<file path="config.mk">
export PLATFORM = sky130hd
export DESIGN_NAME = fmsc_front
export DESIGN_NICKNAME = d
export VERILOG_FILES = /design/src/sv/fmsc_pkg.sv /design/src/sv/fmsc_front.sv
export SDC_FILE = /design/constraint.sdc
export NUM_CORES = 1
export LEC_CHECK = 0
export ABC_AREA = 1
export ABC_CLOCK_PERIOD_IN_PS = 1600
export BUFFER_PORTS_ARGS = -buffer_cell sky130_fd_sc_hd__clkbuf_2
export CORE_ASPECT_RATIO = 0.6
export CORE_MARGIN = 2
export CORE_UTILIZATION = 45
export CTS_CLUSTER_DIAMETER = 60
export CTS_CLUSTER_SIZE = 30
export DETAILED_ROUTE_END_ITERATION = 7
export PLACE_DENSITY_LB_ADDON = 0.12
export SLEW_MARGIN = 5
export SYNTH_ARGS = -nofsm -noshare
export SYNTH_HDL_FRONTEND = slang
export SYNTH_SLANG_ARGS = --single-unit
</file>
<file path="constraint.sdc">
create_clock -name clk -period 1.6 [get_ports clk]
set_input_delay 0.16 -clock clk [delete_from_list [all_inputs] [get_ports clk]]
set_output_delay 0.16 -clock clk [all_outputs]
set_load 0.005 [all_outputs]
</file>
<file path="src/sv/fmsc_pkg.sv">
// Shared types, constants and the signature table of the file signature classifier.
`timescale 1ns / 1ps

package fmsc_pkg;

    // Number of leading bytes that any signature looks at.
    localparam int SIG_LEN = 12;

    // Default for the saturation point of the byte count.
    localparam int STORED_BYTES_DEF = 12;

    // Byte count as seen by the classifier, clamped to SIG_LEN.
    localparam int CNT_W = $clog2(SIG_LEN + 1);

    // Signature rows and the row index used by the scan.
    localparam int ROW_COUNT = 43;
    localparam int ROW_W = $clog2(ROW_COUNT);

    // Entries in the queue between the byte collector and the scanner.
    localparam int QUEUE_DEPTH = 2;
    localparam int QPTR_W = $clog2(QUEUE_DEPTH);
    localparam int QCNT_W = $clog2(QUEUE_DEPTH + 1);

    localparam int CODE_W = 6;
    localparam logic [CODE_W-1:0] CODE_UNKNOWN = '0;

    // Header bytes, byte 0 is the first byte of the file.
    typedef logic [0:SIG_LEN-1][7:0] sig_bytes_t;

    // One file handed from the collector to the scanner.
    typedef struct packed {
        sig_bytes_t           hdr;
        logic [CNT_W-1:0]     cnt;
    } hdr_entry_t;

    // One row of the signature table; care bit i selects byte i for comparison.
    typedef struct packed {
        logic [CODE_W-1:0]    code;
        logic [CNT_W-1:0]     min_bytes;
        logic [SIG_LEN-1:0]   care;
        sig_bytes_t           pat;
    } sig_row_t;

    // Signature table in priority order.
    function automatic sig_row_t sig_row(input logic [ROW_W-1:0] idx);
        sig_row_t r;
        unique case (idx)
            6'd0:  r = {6'd1,  4'd4,  12'h00F, 96'h504B0304_00000000_00000000};
            6'd1:  r = {6'd2,  4'd6,  12'h03F, 96'h377ABCAF_271C0000_00000000};
            6'd2:  r = {6'd3,  4'd7,  12'h07F, 96'h52617221_1A070000_00000000};
            6'd3:  r = {6'd4,  4'd7,  12'h07F, 96'h52617221_1A070100_00000000};
            6'd4:  r = {6'd5,  4'd2,  12'h003, 96'h1F8B0000_00000000_00000000};
            6'd5:  r = {6'd6,  4'd4,  12'h00F, 96'h4D534346_00000000_00000000};
            6'd6:  r = {6'd7,  4'd4,  12'h00F, 96'h78617221_00000000_00000000};
            6'd7:  r = {6'd8,  4'd6,  12'h03F, 96'h30373037_30370000_00000000};
            6'd8:  r = {6'd8,  4'd6,  12'h03F, 96'h30373037_30310000_00000000};
            6'd9:  r = {6'd9,  4'd7,  12'h04C, 96'h00002D6C_00002D00_00000000};
            6'd10: r = {6'd10, 4'd8,  12'h0FF, 96'h213C6172_63683E0A_00000000};
            6'd11: r = {6'd11, 4'd8,  12'h0FF, 96'h636F6E65_63746978_00000000};
            6'd12: r = {6'd12, 4'd4,  12'h00F, 96'h4B444D56_00000000_00000000};
            6'd13: r = {6'd13, 4'd4,  12'h00F, 96'h514649FB_00000000_00000000};
            6'd14: r = {6'd14, 4'd5,  12'h00F, 96'h4E455235_00000000_00000000};
            6'd15: r = {6'd14, 4'd5,  12'h01F, 96'h4E65726F_35000000_00000000};
            6'd16: r = {6'd15, 4'd3,  12'h007, 96'h444F5300_00000000_00000000};
            6'd17: r = {6'd16, 4'd4,  12'h00F, 96'h49574144_00000000_00000000};
            6'd18: r = {6'd16, 4'd4,  12'h00F, 96'h50574144_00000000_00000000};
            6'd19: r = {6'd16, 4'd4,  12'h00F, 96'h57414432_00000000_00000000};
            6'd20: r = {6'd16, 4'd4,  12'h00F, 96'h57414433_00000000_00000000};
            6'd21: r = {6'd17, 4'd4,  12'h00F, 96'h5041434B_00000000_00000000};
            6'd22: r = {6'd18, 4'd12, 12'hFFF, 96'h4B656E53_696C7665_726D616E};
            6'd23: r = {6'd19, 4'd4,  12'h00F, 96'h484F47F0_00000000_00000000};
            6'd24: r = {6'd20, 4'd4,  12'h00F, 96'h3412AA55_00000000_00000000};
            6'd25: r = {6'd21, 4'd4,  12'h00F, 96'h4D50511A_00000000_00000000};
            6'd26: r = {6'd22, 4'd6,  12'h03F, 96'hFD377A58_5A000000_00000000};
            6'd27: r = {6'd23, 4'd4,  12'h00F, 96'h28B52FFD_00000000_00000000};
            6'd28: r = {6'd24, 4'd4,  12'h00F, 96'h04224D18_00000000_00000000};
            6'd29: r = {6'd25, 4'd3,  12'h007, 96'h425A6800_00000000_00000000};
            6'd30: r = {6'd26, 4'd4,  12'h00F, 96'h474F4220_00000000_00000000};
            6'd31: r = {6'd27, 4'd4,  12'h00F, 96'h5246461A_00000000_00000000};
            6'd32: r = {6'd28, 4'd4,  12'h00F, 96'h42494746_00000000_00000000};
            6'd33: r = {6'd28, 4'd4,  12'h00F, 96'h42494734_00000000_00000000};
            6'd34: r = {6'd29, 4'd4,  12'h00F, 96'h504F4431_00000000_00000000};
            6'd35: r = {6'd29, 4'd4,  12'h00F, 96'h504F4432_00000000_00000000};
            6'd36: r = {6'd29, 4'd4,  12'h00F, 96'h504F4433_00000000_00000000};
            6'd37: r = {6'd29, 4'd4,  12'h00F, 96'h504F4435_00000000_00000000};
            6'd38: r = {6'd30, 4'd8,  12'h0FF, 96'h4D436F6D_70724844_00000000};
            6'd39: r = {6'd31, 4'd8,  12'h0FF, 96'h4D56202D_20435043_00000000};
            6'd40: r = {6'd31, 4'd8,  12'h0FF, 96'h45585445_4E444544_00000000};
            6'd41: r = {6'd31, 4'd4,  12'h00F, 96'h32494D47_00000000_00000000};
            6'd42: r = {6'd32, 4'd12, 12'hFFF, 96'h00FFFFFF_FFFFFFFF_FFFFFF00};
            // Unused row indexes never match: their minimum exceeds any count.
            default: r = {CODE_UNKNOWN, {CNT_W{1'b1}}, {SIG_LEN{1'b0}}, {(8*SIG_LEN){1'b0}}};
        endcase
        return r;
    endfunction

    // True when the header and byte count satisfy the given row.
    function automatic logic row_hit(input sig_row_t r, input sig_bytes_t hdr,
                                     input logic [CNT_W-1:0] cnt);
        logic ok;
        ok = (cnt >= r.min_bytes);
        for (int i = 0; i < SIG_LEN; i++) begin
            if (r.care[i] && (hdr[i] != r.pat[i])) begin
                ok = 1'b0;
            end
        end
        return ok;
    endfunction

endpackage

</file>
<file path="src/sv/fmsc_front.sv">
// Byte collector: stores the header bytes and hands each finished file to the queue.
`timescale 1ns / 1ps

module fmsc_front
    import fmsc_pkg::*;
#(
    parameter int STORED_BYTES = STORED_BYTES_DEF
)
(
    input  logic        clk,
    input  logic        rst_n,
    input  logic        in_valid,
    output logic        in_stall,
    input  logic [7:0]  data_byte,
    input  logic        has_byte,
    input  logic        last_item,
    output logic        push_valid,
    input  logic        push_stall,
    output hdr_entry_t  push_data
);

    localparam int CW = $clog2(STORED_BYTES + 1);

    sig_bytes_t      hdr_reg;
    sig_bytes_t      hdr_snap;
    logic [CW-1:0]   cnt_reg;
    logic [CW-1:0]   cnt_next;
    logic [CW-1:0]   cnt_inc;
    logic            accept;
    logic            wr_en;

    // The whole input waits while the queue is full.
    assign in_stall = push_stall;
    assign accept   = in_valid && !in_stall;
    assign wr_en    = accept && has_byte && (cnt_reg < CW'(STORED_BYTES));
    assign cnt_inc  = cnt_reg + CW'(wr_en);

    // Header as it stands after this transaction, including a byte that arrives with last.
    always_comb
    begin
        hdr_snap = hdr_reg;
        for (int i = 0; i < SIG_LEN; i++) begin
            if (wr_en && (cnt_reg == CW'(i))) begin
                hdr_snap[i] = data_byte;
            end
        end
    end

    // The count restarts after a file is handed over.
    always_comb
    begin
        if (accept && last_item) begin
            cnt_next = '0;
        end else begin
            cnt_next = cnt_inc;
        end
    end

    // The classifier never needs more than SIG_LEN, so the count it sees is clamped.
    always_comb
    begin
        push_valid    = accept && last_item;
        push_data.hdr = hdr_snap;
        if (cnt_inc >= CW'(SIG_LEN)) begin
            push_data.cnt = CNT_W'(SIG_LEN);
        end else begin
            push_data.cnt = CNT_W'(cnt_inc);
        end
    end

    always_ff @(posedge clk or negedge rst_n)
    begin
        if (!rst_n) begin
            cnt_reg <= '0;
        end else begin
            cnt_reg <= cnt_next;
        end
    end

    // Bytes beyond the signature length are never compared, so not kept; the count saturates at STORED_BYTES.
    always_ff @(posedge clk)
    begin
        hdr_reg <= hdr_snap;
    end

endmodule

</file>
==> flow_summary.json <==
{
  "cp-start-kind": "flop",
  "ir_drop_v": 0.000918,
  "p_int_uw": 5690,
  "grtUsageMet2_pct": 40.0,
  "synth_compound_gate_area_share_pct": 0.136,
  "synthFlopType": "dfxtp_1",
  "synth_nets": 488,
  "drt-initial-drc-count": 280,
  "setup_viol": 101,
  "synth_most_common_cell": "nand2_1",
  "vias_per_cell": 4.94,
  "post-route-util_pct": 72.1,
  "vias": 3732,
  "timing.slew.headroom_pct": 71.4,
  "status": "complete, but fails checks",
  "synth_seq_cells": 100,
  "clk_pin_slew_worst_paths_ps": 60,
  "hold_path.class": "input pin to async pin",
  "criticalPathCategory": "flop to output pin",
  "clock_sinks": 100,
  "place_area_mm2": 0.00471,
  "ys_seq_area_share_pct": 54.8,
  "crit_start": "cnt_reg[2]",
  "hold_ws_ps": 157,
  "seqPwrFrac_pct": 40.4,
  "n_antenna_cell": 0,
  "final_cell_area_mm2": 0.00571,
  "rsz0062_at_grt": "yes",
  "drtPass1Iterations": 5,
  "final.setup_skew_ps": 6.42,
  "instances_no_fill": 755,
  "synth_common_cells": "nand2_1 (211), nand3_1 (99), dfxtp_1 (96), inv_1 (12), nor2_2 (12)",
  "power_uw": 8260,
  "root_buffer": "clkbuf_16",
  "die_y_um": 74.2,
  "core_region_area_mm2": 0.00791,
  "worstReg2RegStart": "cnt_reg[2]",
  "postRouteWirelength_um": 11300,
  "cts_tree": "done",
  "wl_per_cell_um": 15.0,
  "maxCapViolCount": 0,
  "grt_overflow": 0,
  "fin_crit_sh_pct": 121,
  "pin_count": 116,
  "grt_pass1_vias": 3397,
  "pwr-share-clk_pct": 28.2,
  "antenna_found_initial": 0,
  "fmax_mhz": 516,
  "post-route-drc-count": 0,
  "endpoint_kind": "output pin",
  "drive_above_1_share_pct": 42.2,
  "core.rowCount": 25,
  "largest_register_ffs": 96,
  "yosys-top-cells-area": "dfxtp_1 (52%), nand2_1 (21%), nand3_1 (13%), dfrtp_1 (2.7%), nor2_2 (2.0%)",
  "crit_fanout": 9,
  "crit_arrival_ps": 1780,
  "ant_nets": 0,
  "power.density_mw_per_mm2": 1450,
  "grt_use_met3_pct": 6.13,
  "synth_top_family_by_area": "simple AND/OR/NAND/NOR gates",
  "synth-xor-area-share_pct": 0,
  "io_buffers": 115,
  "worst_slack_ps": -338,
  "swShare_pct": 31.2,
  "ys_warn_count": 0,
  "top_usage_layer": "met2",
  "place_inst": 710,
  "ys_async_sr_fraction_pct": 4.00,
  "final-hold-violation-count": 0,
  "synthMuxAreaShare_pct": 0,
  "synth_simple_gate_area_share_pct": 40.3,
  "yosys.area.top_type": "dfxtp_1",
  "synthAdderAreaFrac_pct": 0.678,
  "synth-edff-count": 0,
  "pwr-share-comb_pct": 31.4,
  "grt_max_degree": 18,
  "die_w_um": 121,
  "clk-insertion-delay-late_ps": 350,
  "p_switching_uw": 2580,
  "cts_max_level": 3,
  "routabilityCongestion": 0.867,
  "worst_pin_slew_ps": 429,
  "dp_hpwl_um": 7350,
  "grt_usage_pct": 25.6,
  "crit_required_ps": 1440,
  "drv_slew": 0,
  "initial_utilization_pct": 46.6,
  "grt_pass1_wl_um": 17300,
  "syn_inst": 472,
  "dieArea_mm2": 0.00897,
  "synth_top_area_share_pct": 52.1,
  "nets": 658,
  "syn_area_mm2": 0.00369,
  "min_period_ps": 1940,
  "cts_buffer_depth": 2,
  "syn_avg_cell_area_um2": 7.82,
  "grt_use_met1_pct": 35.2,
  "violations": "setup timing",
  "leakage_uw": 0.00293,
  "yosysUniqueCellTypes": 17,
  "cts_inserted_buffers": 9,
  "area_growth_pct": 54.6
}
[critical path, stage by stage (launching register included)]
cell and delay (ps):
dfrtp_1 380, buf_4 140, buf_6 130, inv_8 80
nand2_8 70, nor2_2 160, buf_12 150, nand2_4 80
nand2_1 70, nand2_1 70, clkbuf_2 120
[power groups by stage]
stage | Clock (µW) | Sequential, µW | Combinational (µW)
6_report | 2330 | 3340 | 2590
4_1_cts | 2370 | 3330 | 2400
3_3_place_gp | 0 | 3340 | 2060
2_1_floorplan | 0 | 3320 | 1030
5_1_grt | 2470 | 3400 | 2860
3_5_place_dp | 0 | 3370 | 2120
[final timing paths]
kind                       cells past startpoint            end  slack [ps]
max                                           10  push_data[22]        -340
min                                            2     cnt_reg[0]         160
max reg2reg                                   14    hdr_reg[58]        -300
min reg2reg                                    2    hdr_reg[44]         440
max in group asynchronous                      2     cnt_reg[0]        1310
min in group clk                               4     cnt_reg[0]         170
[routing by layer]
layer	wire length, µm	vias up
li1	-	1864
met1	5020	1734
met2	5360	124
met3	818	10
met4	98	0
met5	0	-
[per-stage QoR]
step,setup TNS (ps),worst slack [ps]
2_1_floorplan,-77.9,-38.9
3_3_place_gp,0,17.3
3_5_place_dp,-126,-24.6
4_1_cts,-31260,-361
5_1_grt,-40650,-478
6_report,-29550,-338
[timing repair]
item / in CTS / in global routing
pin swaps: 17 / 18
gates resized for setup: 57 / 51
cloned: 2 / 4
endpoints found under the setup margin: 100 / 102
hold endpoints to repair: 4 / 0
hold buffers: 1 / 0
buffers inserted: 18 / 6
[cell usage in the layout, fill, tap and decap left out, drive strengths merged]
master,instances
ha,2
buf,62
clkinvlp,2
inv,14
dfxtp,96
bufinv,2
nand4,1
clkinv,1
clkbuf,125
dlygate4sd3,1
dfrtp,4
nand2,223
nor2,14
a21oi,1
nand3,99
[final cells by class]
type | instances | area (µm²)
Tap cell | 108 | 135
Sequential cell | 100 | 2020
Timing Repair Buffer | 179 | 1340
Fill cell | 631 | 2210
Multi-Input combinational cell | 340 | 1830
Inverter | 12 | 55.1
Clock inverter | 7 | 97.6
Clock buffer | 9 | 225
[cells by family (layout without fill, tap and decap cells)]
group / after synthesis / count (layout)
compound gates: 1 / 1
fa+ha+maj: 2 / 2
buf+inv: 32 / 207
simple gates: 337 / 337
flops: 100 / 100
Power figures use the tool's default switching activity.
