--- src/sv/fmsc_pkg.sv ---
// Shared types, constants and the signature table of the file signature classifier.
`timescale 1ns / 1ps

package fmsc_pkg;

    // Number of leading bytes that any signature looks at.
    localparam int SIG_LEN = 12;

    // Default for the saturation point of the byte count.
    localparam int STORED_BYTES_DEF = 12;

    // Byte count as seen by the classifier, clamped to SIG_LEN.
    localparam int CNT_W = $clog2(SIG_LEN + 1);

    // Signature rows and the row index used by the scan.
    localparam int ROW_COUNT = 43;
    localparam int ROW_W = $clog2(ROW_COUNT);

    // Entries in the queue between the byte collector and the scanner.
    localparam int QUEUE_DEPTH = 2;
    localparam int QPTR_W = $clog2(QUEUE_DEPTH);
    localparam int QCNT_W = $clog2(QUEUE_DEPTH + 1);

    localparam int CODE_W = 6;
    localparam logic [CODE_W-1:0] CODE_UNKNOWN = '0;

    // Header bytes, byte 0 is the first byte of the file.
    typedef logic [0:SIG_LEN-1][7:0] sig_bytes_t;

    // One file handed from the collector to the scanner.
    typedef struct packed {
        sig_bytes_t           hdr;
        logic [CNT_W-1:0]     cnt;
    } hdr_entry_t;

    // One row of the signature table; care bit i selects byte i for comparison.
    typedef struct packed {
        logic [CODE_W-1:0]    code;
        logic [CNT_W-1:0]     min_bytes;
        logic [SIG_LEN-1:0]   care;
        sig_bytes_t           pat;
    } sig_row_t;

    // Signature table in priority order.
    function automatic sig_row_t sig_row(input logic [ROW_W-1:0] idx);
        sig_row_t r;
        unique case (idx)
            6'd0:  r = {6'd1,  4'd4,  12'h00F, 96'h504B0304_00000000_00000000};
            6'd1:  r = {6'd2,  4'd6,  12'h03F, 96'h377ABCAF_271C0000_00000000};
            6'd2:  r = {6'd3,  4'd7,  12'h07F, 96'h52617221_1A070000_00000000};
            6'd3:  r = {6'd4,  4'd7,  12'h07F, 96'h52617221_1A070100_00000000};
            6'd4:  r = {6'd5,  4'd2,  12'h003, 96'h1F8B0000_00000000_00000000};
            6'd5:  r = {6'd6,  4'd4,  12'h00F, 96'h4D534346_00000000_00000000};
            6'd6:  r = {6'd7,  4'd4,  12'h00F, 96'h78617221_00000000_00000000};
            6'd7:  r = {6'd8,  4'd6,  12'h03F, 96'h30373037_30370000_00000000};
            6'd8:  r = {6'd8,  4'd6,  12'h03F, 96'h30373037_30310000_00000000};
            6'd9:  r = {6'd9,  4'd7,  12'h04C, 96'h00002D6C_00002D00_00000000};
            6'd10: r = {6'd10, 4'd8,  12'h0FF, 96'h213C6172_63683E0A_00000000};
            6'd11: r = {6'd11, 4'd8,  12'h0FF, 96'h636F6E65_63746978_00000000};
            6'd12: r = {6'd12, 4'd4,  12'h00F, 96'h4B444D56_00000000_00000000};
            6'd13: r = {6'd13, 4'd4,  12'h00F, 96'h514649FB_00000000_00000000};
            6'd14: r = {6'd14, 4'd5,  12'h00F, 96'h4E455235_00000000_00000000};
            6'd15: r = {6'd14, 4'd5,  12'h01F, 96'h4E65726F_35000000_00000000};
            6'd16: r = {6'd15, 4'd3,  12'h007, 96'h444F5300_00000000_00000000};
            6'd17: r = {6'd16, 4'd4,  12'h00F, 96'h49574144_00000000_00000000};
            6'd18: r = {6'd16, 4'd4,  12'h00F, 96'h50574144_00000000_00000000};
            6'd19: r = {6'd16, 4'd4,  12'h00F, 96'h57414432_00000000_00000000};
            6'd20: r = {6'd16, 4'd4,  12'h00F, 96'h57414433_00000000_00000000};
            6'd21: r = {6'd17, 4'd4,  12'h00F, 96'h5041434B_00000000_00000000};
            6'd22: r = {6'd18, 4'd12, 12'hFFF, 96'h4B656E53_696C7665_726D616E};
            6'd23: r = {6'd19, 4'd4,  12'h00F, 96'h484F47F0_00000000_00000000};
            6'd24: r = {6'd20, 4'd4,  12'h00F, 96'h3412AA55_00000000_00000000};
            6'd25: r = {6'd21, 4'd4,  12'h00F, 96'h4D50511A_00000000_00000000};
            6'd26: r = {6'd22, 4'd6,  12'h03F, 96'hFD377A58_5A000000_00000000};
            6'd27: r = {6'd23, 4'd4,  12'h00F, 96'h28B52FFD_00000000_00000000};
            6'd28: r = {6'd24, 4'd4,  12'h00F, 96'h04224D18_00000000_00000000};
            6'd29: r = {6'd25, 4'd3,  12'h007, 96'h425A6800_00000000_00000000};
            6'd30: r = {6'd26, 4'd4,  12'h00F, 96'h474F4220_00000000_00000000};
            6'd31: r = {6'd27, 4'd4,  12'h00F, 96'h5246461A_00000000_00000000};
            6'd32: r = {6'd28, 4'd4,  12'h00F, 96'h42494746_00000000_00000000};
            6'd33: r = {6'd28, 4'd4,  12'h00F, 96'h42494734_00000000_00000000};
            6'd34: r = {6'd29, 4'd4,  12'h00F, 96'h504F4431_00000000_00000000};
            6'd35: r = {6'd29, 4'd4,  12'h00F, 96'h504F4432_00000000_00000000};
            6'd36: r = {6'd29, 4'd4,  12'h00F, 96'h504F4433_00000000_00000000};
            6'd37: r = {6'd29, 4'd4,  12'h00F, 96'h504F4435_00000000_00000000};
            6'd38: r = {6'd30, 4'd8,  12'h0FF, 96'h4D436F6D_70724844_00000000};
            6'd39: r = {6'd31, 4'd8,  12'h0FF, 96'h4D56202D_20435043_00000000};
            6'd40: r = {6'd31, 4'd8,  12'h0FF, 96'h45585445_4E444544_00000000};
            6'd41: r = {6'd31, 4'd4,  12'h00F, 96'h32494D47_00000000_00000000};
            6'd42: r = {6'd32, 4'd12, 12'hFFF, 96'h00FFFFFF_FFFFFFFF_FFFFFF00};
            // Unused row indexes never match: their minimum exceeds any count.
            default: r = {CODE_UNKNOWN, {CNT_W{1'b1}}, {SIG_LEN{1'b0}}, {(8*SIG_LEN){1'b0}}};
        endcase
        return r;
    endfunction

    // True when the header and byte count satisfy the given row.
    function automatic logic row_hit(input sig_row_t r, input sig_bytes_t hdr,
                                     input logic [CNT_W-1:0] cnt);
        logic ok;
        ok = (cnt >= r.min_bytes);
        for (int i = 0; i < SIG_LEN; i++) begin
            if (r.care[i] && (hdr[i] != r.pat[i])) begin
                ok = 1'b0;
            end
        end
        return ok;
    endfunction

endpackage

--- src/sv/fmsc_queue.sv ---
// Short queue of finished file headers between the collector and the scanner.
`timescale 1ns / 1ps

module fmsc_queue
    import fmsc_pkg::*;
(
    input  logic        clk,
    input  logic        rst_n,
    input  logic        push_valid,
    output logic        push_stall,
    input  hdr_entry_t  push_data,
    output logic        pop_valid,
    input  logic        pop_stall,
    output hdr_entry_t  pop_data
);

    hdr_entry_t          entry_reg [QUEUE_DEPTH];
    logic [QPTR_W-1:0]   wr_ptr_reg;
    logic [QPTR_W-1:0]   rd_ptr_reg;
    logic [QCNT_W-1:0]   fill_reg;
    logic                push;
    logic                pop;

    assign push_stall = (fill_reg == QCNT_W'(QUEUE_DEPTH));
    assign pop_valid  = (fill_reg != '0);
    assign pop_data   = entry_reg[rd_ptr_reg];
    assign push       = push_valid && !push_stall;
    assign pop        = pop_valid && !pop_stall;

    // Pointers and fill level.
    always_ff @(posedge clk or negedge rst_n)
    begin
        if (!rst_n) begin
            wr_ptr_reg <= '0;
            rd_ptr_reg <= '0;
            fill_reg   <= '0;
        end else begin
            if (push) begin
                wr_ptr_reg <= (wr_ptr_reg == QPTR_W'(QUEUE_DEPTH - 1)) ? '0 : wr_ptr_reg + 1'b1;
            end
            if (pop) begin
                rd_ptr_reg <= (rd_ptr_reg == QPTR_W'(QUEUE_DEPTH - 1)) ? '0 : rd_ptr_reg + 1'b1;
            end
            fill_reg <= fill_reg + QCNT_W'(push) - QCNT_W'(pop);
        end
    end

    // Entry storage.
    always_ff @(posedge clk)
    begin
        if (push) begin
            entry_reg[wr_ptr_reg] <= push_data;
        end
    end

endmodule

--- config.mk ---
export PLATFORM = sky130hd
export DESIGN_NAME = fmsc_queue
export DESIGN_NICKNAME = d
export VERILOG_FILES = /design/src/sv/fmsc_pkg.sv /design/src/sv/fmsc_queue.sv
export SDC_FILE = /design/constraint.sdc
export NUM_CORES = 1
export LEC_CHECK = 0
export BUFFER_PORTS_ARGS = -buffer_cell sky130_fd_sc_hd__buf_4
export CAP_MARGIN = 0
export CELL_PAD_IN_SITES_DETAIL_PLACEMENT = 0
export CELL_PAD_IN_SITES_GLOBAL_PLACEMENT = 1
export CORE_MARGIN = 8
export CORE_UTILIZATION = 48
export CTS_CLUSTER_DIAMETER = 120
export CTS_CLUSTER_SIZE = 14
export DETAILED_ROUTE_END_ITERATION = 8
export PLACE_DENSITY_LB_ADDON = 0.1
export SLEW_MARGIN = 25
export SYNTH_ARGS = -nofsm -noshare
export SYNTH_HDL_FRONTEND = slang
export SYNTH_SLANG_ARGS = --single-unit
export TNS_END_PERCENT = 100
--- constraint.sdc ---
create_clock -name clk -period 16.7 [get_ports clk]
set_input_delay 0 -clock clk [delete_from_list [all_inputs] [get_ports clk]]
set_output_delay 0 -clock clk [all_outputs]
set_load 0.02 [all_outputs]
==> flow_summary.yaml, run 1 <==
sta:
  rsz0062_at_grt: "false"
  clock_skew_ns: 0.00926
  finalMaxSlewViolations: 0
  setup_violations: 0
  hold_slack_ns: 0.255
  hold_violations: 0
  layout_min_cycle_time_ns: 2.94
  worst_slew_pin_slew_ns: 0.961
  maxSlewHeadroom: 0.359
  fmax_mhz: 340
  tns_ns: 0
  fin_crit_sh: 0.176
clock_tree:
  cts_tree: "yes"
  htree_levels: 1
  clock_latency_ns: 0.47
  hold_buffers: 104
  post-cts-setup-buffer-count: 0
  cts_sinks: 204
  cts_made_buffers: 18
  post_cts_resized: 0
  clockBufferDepth: 3
  cts-root-buf: "clkbuf_16"
  path_clk_slew_ns: 0.06
hold_path:
  worstHoldPathCells: 2
  hold_path_startpoint: "push_data[81]"
  hold_path_class: "in -> reg"
  holdPathEnd: "entry_reg[1][81]$_DFFE_PP_"
floorplan:
  dieArea_um2: 20800
  ios: 206
  die_width_um: 144
  die_h_um: 144
  rows: 47
  start_util: 0.483
  core_um2: 16300
cells_and_area:
  largest_reg_flops: 200
  final_common_cell: "buf_4"
  layout_common_cells: "buf_4, edfxtp_1, dlygate4sd3_1"
  nNetsFinal: 757
  area_growth_syn_to_layout_pct: 41.1
  antenna_cells: 0
  drive_gt1_frac: 0.504
global_routing:
  track_usage: 0.147
  grt-ovfl-total: 0
  grt_pass1_wl_um: 23700
  first_global_vias: 4533
  grt_antenna_before_repair: 0
  grt_max_degree: 53
detailed_routing:
  drtAntennaViolNets: 0
  drtIter0Drc: 123
  vias: 4101
  wl_per_cell_um: 17.8
  wl_um: 15700
  viasPerCell: 4.64
  drt_drc_violations_left: 0
  drt_pre_antenna_iters: 4
logic_synthesis:
  syn_area_um2: 7870
  avgSynthCellArea_um2: 23.9
  syn_nets: 435
  ys_warn_count: 0
  synth.distinct_cells: 17
  ys_ff_latch: 204
  synth.yosys.seq_area_share: 0.775
  synthCells: 329
power:
  clkPwrFrac: 0.205
  p_int_mw: 1.27
  max-vdd-ir-drop_uv: 93.8
  p_per_area_nw_per_um2: 166
  switching_share: 0.311
  p_leak_nw: 4.44
  switchingPower_mw: 0.573
  combPwrFrac: 0.384
  pwr-share-seq: 0.412
flow_run:
  cap_violations: 0
setup_path:
  worstRegToRegCells: 3
  worstSetupPathType: "reg -> out"
  cp.arrival_ns: 2.94
  crit_fanout: 52
  r2r-start: "fill_reg[0]$_DFF_PN0_"
  r2r_slack_ns: 14.40
  r2r_end: "entry_reg[1][86]$_DFFE_PP_"
  worstPathRequired_ns: 16.70
  worstSetupStartpointType: "register"
  end_kind: "output pin"
placed_design:
  port_buffers: 205
  dp_hpwl_um: 10100
  place.gp.congestion: 0.687
status:
  status: "completed"
-- per-stage QoR --
| step | utilization | total power [mW] | cells | area [um^2] | worst slack, ns |
|---|---|---|---|---|---|
| 3_5_place_dp | 0.586 | 1.47 | 747 | 9540 | 14.20 |
| 5_1_grt | 0.682 | 1.93 | 883 | 11100 | 13.63 |
| 6_report | 0.682 | 1.85 | 883 | 11100 | 13.76 |
| 4_1_cts | 0.682 | 1.87 | 883 | 11100 | 13.69 |
| 2_1_floorplan | - | 1.26 | 329 | 7870 | 11.39 |
| 3_3_place_gp | 0.586 | 1.46 | 747 | 9540 | 14.20 |
-- synth_stat cells --
library cell  number  area (um^2)
nand2_1            1         3.75
nor2_1             1         3.75
buf_2              1         5.00
and3_1             1         6.26
inv_1              2         7.51
edfxtp_1         200         6010
xnor2_1            3         26.3
buf_6              1         11.3
ha_1               2         25.0
xor2_1             1         8.76
dfrtp_1            4          100
mux2_4            90         1350
nor2b_4            1         13.8
buf_12             9          180
mux2_2            10          113
or2_2              1         6.26
nand2b_1           1         6.26
-- area by class of cell --
cell class | count | area (um^2)
Sequential cell | 204 | 6110
Clock inverter | 1 | 8.76
Multi-Input combinational cell | 112 | 1580
Inverter | 2 | 7.51
Clock buffer | 31 | 520
Fill cell | 1094 | 5180
Tap cell | 220 | 275
Timing Repair Buffer | 313 | 2610
-- metal layers --
metal,vias up,GRT usage,share of wire
li1,1944,-,-
met1,2005,0.178,0.40
met2,132,0.257,0.51
met3,20,0.0373,0.080
met4,0,0.0376,0.014
met5,-,0,0
-- how the worst max path moves through the flow --
stage / start / end / slack, ns / cells past startpoint
2_1_floorplan: fill_reg[1]$_DFF_PN0_ / entry_reg[0][0]$_DFFE_PP_ / 11.39 / 3
3_3_place_gp: rd_ptr_reg$_DFFE_PN0P_ / pop_data[94] / 14.20 / 3
3_5_place_dp: rd_ptr_reg$_DFFE_PN0P_ / pop_data[94] / 14.20 / 3
4_1_cts: rd_ptr_reg$_DFFE_PN0P_ / pop_data[70] / 13.69 / 3
5_1_grt: rd_ptr_reg$_DFFE_PN0P_ / pop_data[94] / 13.63 / 3
6_report: rd_ptr_reg$_DFFE_PN0P_ / pop_data[94] / 13.76 / 3
-- kinds of logic after synthesis --
group,share of synthesized area
DFF,0.775
xor gates and xnor gates,0.00445
adders and majority gates,0.00318
buffers and inverters,0.0259
and+or+nand+nor,0.00509
muxes,0.186
-- power by group through the flow --
stage | clock network, mW | logic, mW | registers [mW]
after floorplan | 0 | 0.513 | 0.746
after global placement | 0 | 0.695 | 0.767
after detailed placement | 0 | 0.697 | 0.773
after CTS | 0.392 | 0.719 | 0.763
after global routing | 0.411 | 0.747 | 0.772
final | 0.378 | 0.708 | 0.760
-- worst max-delay path, cell delays in order, from the launching register on --
cell,delay (ns)
dfrtp_4,0.99
buf_4,0.87
mux2_4,0.37
buf_4,0.16
(Power assumes the default switching activity.)
==> inputs of run 2 (changes only) <==
--- a/config.mk
+++ b/config.mk
@@ -5,12 +5,13 @@
 export SDC_FILE = /design/constraint.sdc
 export NUM_CORES = 1
 export LEC_CHECK = 0
+export ABC_AREA = 1
 export BUFFER_PORTS_ARGS = -buffer_cell sky130_fd_sc_hd__buf_4
 export CAP_MARGIN = 0
 export CELL_PAD_IN_SITES_DETAIL_PLACEMENT = 0
 export CELL_PAD_IN_SITES_GLOBAL_PLACEMENT = 1
 export CORE_MARGIN = 8
-export CORE_UTILIZATION = 48
+export CORE_UTILIZATION = 37
 export CTS_CLUSTER_DIAMETER = 120
 export CTS_CLUSTER_SIZE = 14
 export DETAILED_ROUTE_END_ITERATION = 8
==> constraint.sdc (replaced) <==
create_clock -name clk -period 2.4 [get_ports clk]
set_input_delay 0 -clock clk [delete_from_list [all_inputs] [get_ports clk]]
set_output_delay 0 -clock clk [all_outputs]
set_load 0.02 [all_outputs]
==> run 2 against run 1 <==
Sequential power increased to 6.7 times the previous value. Clock-buffer cell count unchanged. Register-to-register slack got worse by 14 ns. Cell count increased by 31%. Hold slack got worse by 0.0048 ns. Cell area decreased by 1.4%. Die area increased by 22%.
==> flow_summary.yaml, run 2 <==
status:
  status: "completed"
sta:
  clock_skew_ns: 0.0109
  fmax_mhz: 527
  worst_slew_pin_slew_ns: 0.646
  fin_crit_sh: 0.790
  layout_min_cycle_time_ns: 1.90
  layout_setup_ws_ns: 0.503
  maxSlewHeadroom: 0.569
  hold_violations: 0
  setup_violations: 0
  rsz0062_at_grt: "false"
  tns_ns: 0
  finalMaxSlewViolations: 0
logic_synthesis:
  avgSynthCellArea_um2: 13.6
  synthTopCellsByArea: "edfxtp_1, nand2_1, buf_6, dfrtp_1, buf_4"
  ys_warn_count: 0
  synth-edff-count: 200
  ys_ff_latch: 204
  syn_nets: 662
  synth.distinct_cells: 11
  yosysTopAreaCellShare: 0.794
  synth.yosys.seq_area_share: 0.808
  async_flop_share: 0.0196
  yosys.area.top_type: "edfxtp_1"
  syn_area_um2: 7560
  yosysMostFrequentCell: "nand2_1"
  synthCells: 556
  synth.cells.most_frequent: "nand2_1, edfxtp_1, buf_4"
  ys.flop_type: "edfxtp_1"
power:
  p_per_area_nw_per_um2: 1180
  switching_share: 0.364
  clkPwrFrac: 0.207
  finalPower_mw: 12.9
  max-vdd-ir-drop_uv: 752
  combPwrFrac: 0.398
  p_leak_nw: 4.64
  p_int_mw: 8.19
  pwr-share-seq: 0.395
  switchingPower_mw: 4.69
clock_tree:
  cts_tree: "yes"
  htree_levels: 1
  clockBufferDepth: 3
  path_clk_slew_ns: 0.06
  cts_made_buffers: 18
  cts_sinks: 204
  clock_latency_ns: 0.48
  post_cts_resized: 0
  cts-root-buf: "clkbuf_16"
floorplan:
  dieArea_um2: 25300
  die_h_um: 159
  rows: 52
  ios: 206
  core_um2: 20200
  die_width_um: 159
  start_util: 0.375
setup_path:
  end_kind: "output pin"
  crit_slowest_cell: "dfrtp_4"
  worstSetupStartpointType: "register"
  worstPathCellList: "clkinv_2 -> buf_4 -> nand2_1 -> nand2_1 -> buf_4"
  worstPathRequired_ns: 2.40
  path_delay_family: "flip-flops"
  crit_fanout: 31
  worstSetupPathType: "reg -> out"
  cpPeakStageDelay_ns: 0.61
  critPathBufInv: 3
  cp.arrival_ns: 1.90
hold_path:
  hold_path_class: "in -> reg"
placed_design:
  port_buffers: 205
  placed_cells: 1017
  dp_worst_setup_slack_ns: 0.746
  dp_hpwl_um: 11600
  place.gp.congestion: 0.723
  placed_area_um2: 9380
global_routing:
  grt_max_degree: 79
  grt_antenna_before_repair: 1
  grt_pass1_wl_um: 28800
  track_usage: 0.140
  first_global_vias: 5497
  grt-ovfl-total: 0
cells_and_area:
  nNetsFinal: 977
  multi_input_area_um2: 1240
  instances_no_fill: 1154
  fill_cells: 1730
  stdcell_area_um2: 11000
  largest_reg_flops: 200
  seq_area_um2: 6110
  area_growth_syn_to_layout_pct: 44.9
  final_common_cell: "nand2_1"
  drive_gt1_frac: 0.273
  layout_common_cells: "nand2_1, buf_4, edfxtp_1"
detailed_routing:
  drtIter0Drc: 259
  drtAntennaViolNets: 0
  drt_pre_antenna_iters: 6
  vias: 5030
  wl_per_cell_um: 15.7
  wl_um: 18100
  drt_drc_violations_left: 0
  viasPerCell: 4.36
flow_run:
  cap_violations: 0
-- run 2: final timing paths --
| path | start | end | slack, ns | cells after the start |
|---|---|---|---|---|
| min in group asynchronous | rst_n | fill_reg[0]$_DFF_PN0_ | 0.46 | 3 |
| max reg2reg | wr_ptr_reg$_DFFE_PN0P_ | entry_reg[0][36]$_DFFE_PP_ | 0.75 | 4 |
| min reg2reg | wr_ptr_reg$_DFFE_PN0P_ | wr_ptr_reg$_DFFE_PN0P_ | 0.50 | 2 |
| max | rd_ptr_reg$_DFFE_PN0P_ | pop_data[71] | 0.50 | 5 |
| min | push_data[46] | entry_reg[1][46]$_DFFE_PP_ | 0.25 | 2 |
| max in group asynchronous | rst_n | rd_ptr_reg$_DFFE_PN0P_ | 1.74 | 3 |
-- run 2: what timing repair did --
item | CTS | global route
hold endpoints to repair | 206 | 0
setup buffers | 0 | 0
hold buffers | 104 | 0
-- run 2: layer usage --
| metal | vias to the layer above | track usage | wire [um] |
|---|---|---|---|
| li1 | 2492 | - | - |
| met1 | 2368 | 0.165 | 7600 |
| met3 | 27 | 0.0432 | 1240 |
| met2 | 143 | 0.246 | 8940 |
| met5 | - | 0 | 0 |
| met4 | 0 | 0.0334 | 311 |
-- run 2: cell type report --
cell class	count	share of cell area
flip-flops and latches	204	0.558
repair buffers	317	0.246
multi-input cells	319	0.113
clock buffers	31	0.0475
well taps	270	0.0308
inverters	11	0.00423
clock inverters	1	0.000800
diodes	1	0.000228
-- run 2: power by group through the flow --
stage	sequential [mW]	clock, mW	combinational (mW)
after global routing	5.17	2.93	5.62
after floorplan	5.10	0	3.02
final	5.09	2.67	5.12
after global placement	5.15	0	5.08
after CTS	5.10	2.78	5.29
after detailed placement	5.18	0	5.13
-- run 2: kinds of logic (layout without fill, tap and decap cells) --
logic type    Yosys count  count (layout)  synth area share
flops                 204             204             0.808
fa+ha+maj               2               2           0.00331
buf+inv                33             360            0.0311
other cells             0               1                 0
simple gates          317             317             0.158
-- run 2: through the flow --
stage	utilization	hold WS [ns]
3_3_place_gp	0.465	-0.203
2_1_floorplan	-	-0.296
3_5_place_dp	0.465	-0.198
4_1_cts	0.543	0.228
5_1_grt	0.543	0.230
6_report	0.543	0.250
